==> config.mk <==
export PLATFORM = sky130hd
export DESIGN_NAME = sctp_header_chunk_parser_top
export DESIGN_NICKNAME = d
export VERILOG_FILES = /design/src/rtl/sctp_hcp_pkg.sv /design/src/rtl/sctp_header_chunk_parser_top.sv
export SDC_FILE = /design/constraint.sdc
export NUM_CORES = 2
export LEC_CHECK = 0
export BUFFER_PORTS_ARGS = -buffer_cell sky130_fd_sc_hd__buf_2
export CORE_MARGIN = 3
export CORE_UTILIZATION = 40
export CTS_CLUSTER_DIAMETER = 120
export DETAILED_ROUTE_END_ITERATION = 8
export GPL_ROUTABILITY_DRIVEN = 0
export PLACE_DENSITY = 0.57
export SYNTH_ARGS = -nofsm -noshare
export SYNTH_HDL_FRONTEND = slang
export SYNTH_SLANG_ARGS = --single-unit
export TNS_END_PERCENT = 20
==> constraint.sdc <==
create_clock -name clock -period 9.7 [get_ports clock]
set_input_delay 0.485 -clock clock [delete_from_list [all_inputs] [get_ports clock]]
set_output_delay 0.485 -clock clock [all_outputs]
set_load 0.05 [all_outputs]
==> src/rtl/sctp_hcp_pkg.sv <==
package sctp_hcp_pkg;

   localparam int MAX_PACKET_BYTES    = 65535;
   localparam int COMMON_HEADER_BYTES = 12;
   localparam int CHUNK_HEADER_BYTES  = 4;
   localparam int QUEUE_DEPTH         = 4;
   localparam int QUEUE_AW            = $clog2(QUEUE_DEPTH);
   localparam int QUEUE_CW            = $clog2(QUEUE_DEPTH + 1);

   typedef enum logic [1:0] {
      KIND_CHUNK     = 2'd0,
      KIND_SUMMARY   = 2'd1,
      KIND_TOO_SHORT = 2'd2
   } result_kind_type;

   typedef enum logic [3:0] {
      PH_COMMON     = 4'b0001,
      PH_CHUNK_HDR  = 4'b0010,
      PH_CHUNK_BODY = 4'b0100,
      PH_STOPPED    = 4'b1000
   } parse_phase_type;

   typedef struct packed {
      logic [7:0] data_byte;
      logic       last_byte;
   } req_type;

   typedef struct packed {
      logic [1:0]  result_kind;
      logic [7:0]  desc_type;
      logic [7:0]  desc_flags;
      logic [15:0] desc_length;
      logic [15:0] source_port;
      logic [15:0] destination_port;
      logic [31:0] verify_tag;
      logic [31:0] packet_checksum;
      logic [13:0] chunks_found;
      logic [15:0] payload_total;
      logic [15:0] header_total;
      logic        last_result;
   } rsp_type;

endpackage

==> src/rtl/sctp_header_chunk_parser_top.sv <==
// Channel   Direction  Handshake          Payload
// req       in         req_valid/stall    sctp_hcp_pkg::req_type (one packet byte)
// rsp       out        rsp_valid/stall    sctp_hcp_pkg::rsp_type (descriptor or summary)
//
// While req_stall is low, one byte is taken per cycle; its results enter a four-entry
// result queue on the same edge, and rsp shows the oldest result in the queue.
// A byte yields up to two results; the queue drains one per cycle while rsp_stall is low.
// req_stall is high while three or more results wait in the queue.
// Synchronous reset clears the parser state and empties the queue.
module sctp_header_chunk_parser_top (
   input  logic                  clock,
   input  logic                  reset,
   input  logic                  req_valid,
   output logic                  req_stall,
   input  sctp_hcp_pkg::req_type req_data,
   output logic                  rsp_valid,
   input  logic                  rsp_stall,
   output sctp_hcp_pkg::rsp_type rsp_data
);

   sctp_hcp_pkg::parse_phase_type phase_ff, phase_in;
   logic [15:0] pos_ff, pos_in;
   logic [31:0] port_ff, port_in;
   logic [31:0] tag_ff, tag_in;
   logic [31:0] csum_ff, csum_in;
   logic [31:0] hdr_ff, hdr_in;
   logic [15:0] left_ff, left_in;
   logic [13:0] chunks_ff, chunks_in;
   logic [15:0] lsum_ff, lsum_in;

   sctp_hcp_pkg::rsp_type queue_ff [sctp_hcp_pkg::QUEUE_DEPTH];
   logic [sctp_hcp_pkg::QUEUE_AW-1:0] rd_ptr_ff, rd_ptr_in;
   logic [sctp_hcp_pkg::QUEUE_AW-1:0] wr_ptr_ff, wr_ptr_in;
   logic [sctp_hcp_pkg::QUEUE_CW-1:0] count_ff, count_in;

   logic                  accept;
   logic                  pop;
   logic                  emit;
   logic [15:0]           left_inc;
   logic [15:0]           left_dec;
   logic [15:0]           four_each;
   sctp_hcp_pkg::rsp_type chunk_res;
   sctp_hcp_pkg::rsp_type summary_res;
   sctp_hcp_pkg::rsp_type first_res;
   logic                  push_first;
   logic                  push_second;

   assign accept    = req_valid && !req_stall;
   assign pop       = rsp_valid && !rsp_stall;
   assign req_stall = count_ff > sctp_hcp_pkg::QUEUE_CW'(sctp_hcp_pkg::QUEUE_DEPTH - 2);
   assign rsp_valid = count_ff != '0;
   assign rsp_data  = queue_ff[rd_ptr_ff];

   always_comb begin
      phase_in  = phase_ff;
      pos_in    = pos_ff;
      port_in   = port_ff;
      tag_in    = tag_ff;
      csum_in   = csum_ff;
      hdr_in    = hdr_ff;
      left_in   = left_ff;
      emit      = 1'b0;
      left_inc  = left_ff + 16'd1;
      left_dec  = (left_ff != 16'd0) ? left_ff - 16'd1 : 16'd0;

      if (pos_ff < 16'(sctp_hcp_pkg::MAX_PACKET_BYTES)) begin
         pos_in = pos_ff + 16'd1;
         case (phase_ff)
            sctp_hcp_pkg::PH_COMMON: begin
               if (pos_ff < 16'd4) begin
                  port_in = {port_ff[23:0], req_data.data_byte};
               end else if (pos_ff < 16'd8) begin
                  tag_in = {tag_ff[23:0], req_data.data_byte};
               end else begin
                  csum_in = {csum_ff[23:0], req_data.data_byte};
               end
               if (pos_in >= 16'(sctp_hcp_pkg::COMMON_HEADER_BYTES)) begin
                  phase_in = sctp_hcp_pkg::PH_CHUNK_HDR;
                  left_in  = 16'd0;
               end
            end
            sctp_hcp_pkg::PH_CHUNK_HDR: begin
               hdr_in  = {hdr_ff[23:0], req_data.data_byte};
               left_in = left_inc;
               if (left_inc >= 16'(sctp_hcp_pkg::CHUNK_HEADER_BYTES)) begin
                  if (hdr_in[15:0] < 16'(sctp_hcp_pkg::CHUNK_HEADER_BYTES)) begin
                     phase_in = sctp_hcp_pkg::PH_STOPPED;
                     left_in  = 16'd0;
                  end else if (hdr_in[15:0] == 16'(sctp_hcp_pkg::CHUNK_HEADER_BYTES)) begin
                     emit    = 1'b1;
                     left_in = 16'd0;
                  end else begin
                     phase_in = sctp_hcp_pkg::PH_CHUNK_BODY;
                     left_in  = hdr_in[15:0] - 16'(sctp_hcp_pkg::CHUNK_HEADER_BYTES);
                  end
               end
            end
            sctp_hcp_pkg::PH_CHUNK_BODY: begin
               left_in = left_dec;
               if (left_dec == 16'd0) begin
                  emit     = 1'b1;
                  phase_in = sctp_hcp_pkg::PH_CHUNK_HDR;
               end
            end
            sctp_hcp_pkg::PH_STOPPED: begin
               phase_in = sctp_hcp_pkg::PH_STOPPED;
            end
            default: begin
               phase_in = sctp_hcp_pkg::PH_STOPPED;
            end
         endcase
      end

      chunks_in = emit ? chunks_ff + 14'd1 : chunks_ff;
      lsum_in   = emit ? lsum_ff + hdr_in[15:0] : lsum_ff;
      four_each = {chunks_in, 2'b00};

      chunk_res             = '0;
      chunk_res.result_kind = sctp_hcp_pkg::KIND_CHUNK;
      chunk_res.desc_type   = hdr_in[31:24];
      chunk_res.desc_flags  = hdr_in[23:16];
      chunk_res.desc_length = hdr_in[15:0];
      chunk_res.last_result = !req_data.last_byte;

      summary_res             = '0;
      summary_res.last_result = 1'b1;
      if (pos_in < 16'(sctp_hcp_pkg::COMMON_HEADER_BYTES)) begin
         summary_res.result_kind = sctp_hcp_pkg::KIND_TOO_SHORT;
      end else begin
         summary_res.result_kind      = sctp_hcp_pkg::KIND_SUMMARY;
         summary_res.source_port      = port_in[31:16];
         summary_res.destination_port = port_in[15:0];
         summary_res.verify_tag       = tag_in;
         summary_res.packet_checksum  = csum_in;
         summary_res.chunks_found     = chunks_in;
         summary_res.payload_total    = lsum_in - four_each;
         summary_res.header_total     = lsum_in + 16'(sctp_hcp_pkg::COMMON_HEADER_BYTES);
      end

      first_res   = emit ? chunk_res : summary_res;
      push_first  = accept && (emit || req_data.last_byte);
      push_second = accept && emit && req_data.last_byte;

      // restart for the next packet after the final byte
      if (req_data.last_byte) begin
         phase_in  = sctp_hcp_pkg::PH_COMMON;
         pos_in    = 16'd0;
         port_in   = 32'd0;
         tag_in    = 32'd0;
         csum_in   = 32'd0;
         hdr_in    = 32'd0;
         left_in   = 16'd0;
         chunks_in = 14'd0;
         lsum_in   = 16'd0;
      end

      rd_ptr_in = pop ? rd_ptr_ff + 1'b1 : rd_ptr_ff;
      wr_ptr_in = wr_ptr_ff + sctp_hcp_pkg::QUEUE_AW'(push_first)
                  + sctp_hcp_pkg::QUEUE_AW'(push_second);
      count_in  = count_ff + sctp_hcp_pkg::QUEUE_CW'(push_first)
                  + sctp_hcp_pkg::QUEUE_CW'(push_second)
                  - sctp_hcp_pkg::QUEUE_CW'(pop);
   end

   always_ff @(posedge clock) begin
      if (reset) begin
         phase_ff  <= sctp_hcp_pkg::PH_COMMON;
         pos_ff    <= 16'd0;
         port_ff   <= 32'd0;
         tag_ff    <= 32'd0;
         csum_ff   <= 32'd0;
         hdr_ff    <= 32'd0;
         left_ff   <= 16'd0;
         chunks_ff <= 14'd0;
         lsum_ff   <= 16'd0;
         rd_ptr_ff <= '0;
         wr_ptr_ff <= '0;
         count_ff  <= '0;
      end else begin
         if (accept) begin
            phase_ff  <= phase_in;
            pos_ff    <= pos_in;
            port_ff   <= port_in;
            tag_ff    <= tag_in;
            csum_ff   <= csum_in;
            hdr_ff    <= hdr_in;
            left_ff   <= left_in;
            chunks_ff <= chunks_in;
            lsum_ff   <= lsum_in;
         end
         rd_ptr_ff <= rd_ptr_in;
         wr_ptr_ff <= wr_ptr_in;
         count_ff  <= count_in;
      end
   end

   always_ff @(posedge clock) begin
      if (push_first) begin
         queue_ff[wr_ptr_ff] <= first_res;
      end
      if (push_second) begin
         queue_ff[wr_ptr_ff + 1'b1] <= summary_res;
      end
   end

endmodule

==> results.py <==
metrics = {
    "status": {
        "status": "finished, final reports clean",
    },
    "route": {
        "drc_errors": 0,
        "ant_nets": 0,
        "post_drt_wl_per_cell_um": 22.8,
        "firstDrtPassIters": 5,
        "wirelength_um": 117000,
        "via_count": 28500,
        "first_iter_violations": 2543,
        "viasPerCell": 5.57,
    },
    "timing": {
        "post-route-period-util_pct": 77.4,
        "hold_violations": 0,
        "fin_setup_tns_ns": 0,
        "relSlewSlack_pct": 4.33,
        "setup_slack_ns": 2.19,
        "worst_pin_slew_ns": 1.44,
        "drv_slew": 0,
        "min_period_ns": 7.51,
        "final-setup-viol-count": 0,
        "skew_ns": 0.0266,
        "fmax_ghz": 0.133,
        "rsz0062_at_grt": "false",
    },
    "clock_network": {
        "cts_repair_resize_count": 0,
        "hold_buffers": 0,
        "h-tree-depth": 3,
        "cts_tree": "built",
        "path_clk_slew_ns": 0.06,
        "clock_latency_ns": 0.69,
        "cts_setup_buffers": 0,
        "cts.sinks": 903,
        "cts_buffers": 98,
        "cts_max_path_buffers": 3,
        "root_buffer": "clkbuf_16",
    },
    "setup_path": {
        "critPathKind": "flop to flop",
        "cp_max_fo": 38,
        "cp.arrival_ns": 7.89,
        "crit_chain": "ha_1 > nand4_2 > nor4_1 > a21o_1 > buf_4 > mux2_2 > ha_1 > fa_1 > a21oi_1 > o21ai_0 > a21oi_1 > o21ai_0 > a21oi_1 > o21ai_0 > a311oi_1 > xnor2_1 > mux2i_1 > inv_1 > ha_1 > a2111oi_0 > o21ai_0 > a21oi_1 > o21ai_0 > nor3b_1",
        "crit_top_cell": "o21ai_0",
        "cpMaxStageDelayCell": "nor4_1",
        "worstPathRequired_ns": 10.08,
        "cp_top_family": "compound AO/OA/AOI/OAI gates",
        "crit_buf_inv": 2,
        "start_kind": "flop",
        "cp-end-kind": "flop",
        "cpPeakStageDelay_ns": 0.64,
    },
    "floorplan": {
        "core_um2": 103000,
        "rows": 117,
        "die-area_um2": 108000,
        "top_level_ports": 192,
        "die_w_um": 329,
        "initial_core_util_pct": 40.7,
        "fp.dieH_um": 329,
    },
    "logic_synthesis": {
        "synthCells": 3596,
        "ys_seq_area_share_pct": 56.9,
        "synth_nets": 3650,
        "syn_area_per_cell_um2": 11.6,
        "synth_edf_count": 568,
        "synth_cell_type_count": 93,
        "yosys_warnings": 0,
        "synth_flop_cell": "edfxtp_1",
        "syn_area_um2": 41700,
        "ys_ff_latch": 903,
        "synthArstFlopShare_pct": 0,
    },
    "grt": {
        "grt_antenna_before_repair": 5,
        "grt_max_degree": 143,
        "track_usage_pct": 21.4,
        "overflow": 0,
        "grt_pass1_wl_um": 178000,
        "grt_pass1_vias": 28000,
    },
    "pwr": {
        "finalPower_mw": 10.3,
        "p_clk_share_pct": 34.6,
        "vdd_drop_max_v": 0.000156,
        "seqPwrFrac_pct": 41.8,
        "p_sw_mw": 3.38,
        "powerDensity_nw_per_um2": 219,
        "power_frac_comb_pct": 23.7,
        "p_int_mw": 6.92,
        "power.leakage_nw": 16.4,
        "sw_frac_of_total_pct": 32.8,
    },
    "placed_design": {
        "dp.cells": 4938,
        "pre_cts_slack_ns": 2.39,
        "dp.final_hpwl_um": 70200,
        "io_buffers": 191,
    },
    "min_path": {
        "hp-class": "input pin to flop",
    },
    "cells_and_area": {
        "drive_gt1_share_pct": 16.5,
        "final_cell_mix": "nor2_1, edfxtp_1, dfxtp_1, mux2i_1, buf_2",
        "finalNonFillerCells": 5121,
        "final_common_cell": "nor2_1",
        "nNetsFinal": 3724,
        "area.growth.synth_to_final_pct": 12.5,
    },
    "run": {
        "drv_cap": 0,
    },
}
-- final cells by class --
| class | count | area [um^2] |
|---|---|---|
| Antenna cell | 3 | 7.51 |
| Sequential cell | 903 | 23800 |
| Multi-Input combinational cell | 2377 | 16800 |
| Inverter | 51 | 191 |
| Clock inverter | 37 | 313 |
| Timing Repair Buffer | 239 | 1400 |
| Tap cell | 1368 | 1710 |
| Fill cell | 9380 | 55700 |
| Clock buffer | 143 | 2720 |
-- cells in the mapped netlist (all sizes together) (10+ instances only) --
cell type	number	area [um^2]
nand2b	10	62.6
a21oi	112	579
nor3	68	387
clkbuf	168	631
nand4	17	113
xnor2	51	447
and3	17	106
o211ai	10	80.1
dfxtp	335	6710
o22ai	14	87.6
nor3b	13	97.6
nor2	948	3560
mux2i	217	2170
o31ai	12	90.1
mux4	176	3960
and2	27	169
xor2	34	313
nor2b	16	100
nor4	19	161
nand2	154	578
nand3	51	260
a31oi	24	150
edfxtp	568	17100
o21ai	62	314
ha	36	450
a22oi	141	1060
or3	13	81.3
mux2	17	191
buf	97	462
inv	50	188
-- sequential cells by signal (all words and copies together) (netlist names), 3 cells and up, named ones only --
signal     flops
chunks_ff     14
count_ff       3
csum_ff       32
hdr_ff        32
left_ff       16
lsum_ff       16
phase_ff       4
port_ff       32
pos_ff        16
queue_ff     700
tag_ff        32
-- routing by layer --
metal / wire (um) / up-vias / GRT usage (%)
li1: - / 13200 / -
met4: 2540 / 0 / 5.63
met5: 0 / - / 0
met3: 5470 / 155 / 2.67
met2: 55300 / 761 / 34.6
met1: 53700 / 14400 / 30.5
-- metrics by stage --
step | util, % | hold WS [ns] | area, um^2
floorplan | - | 0.426 | 41700
global placement | 42.8 | 0.433 | 43900
detailed placement | 42.8 | 0.438 | 43900
CTS | 45.7 | 0.284 | 46900
global route | 45.7 | 0.374 | 46900
finish | 45.8 | 0.347 | 47000
-- power by group through the flow --
stage	Combinational (mW)	Clock (mW)	Sequential, mW
floorplan	1.91	0	4.31
detailed placement	2.48	0	4.39
finish	2.44	3.56	4.30
CTS	2.49	3.62	4.31
global route	2.56	3.77	4.32
global placement	2.48	0	4.38
-- worst reg2reg max path, delay by kind of cell (launching register included) --
kind	cells	cell delay, ns
and+or+nand+nor	3	1.02
buffers and inverters	2	0.65
muxes	2	0.83
xor gates and xnor gates	1	0.10
DFF	1	0.40
adders and majority gates	4	1.39
AOI/OAI and AO/OA	12	2.79
-- final timing paths --
check	cells after the start	start	to	slack, ns
max	24	pos_ff[0]	queue_ff[0][32]	2.19
min	4	rsp_stall	flop	0.35
min reg2reg	2	queue_ff[3][149]	queue_ff[3][149]	0.44
max reg2reg	24	pos_ff[0]	queue_ff[0][32]	2.19
-- cells by family after synthesis --
family / after synthesis / synth area share [%]
AO/OA/AOI/OAI: 446 / 7.22
XOR/XNOR: 86 / 1.87
adder cells (fa/ha/maj): 43 / 1.37
buffers and inverters: 316 / 3.08
flip-flops: 903 / 56.9
multiplexers: 410 / 15.2
AND/OR/NAND/NOR: 1392 / 14.4
Power figures use the tool's default switching activity.
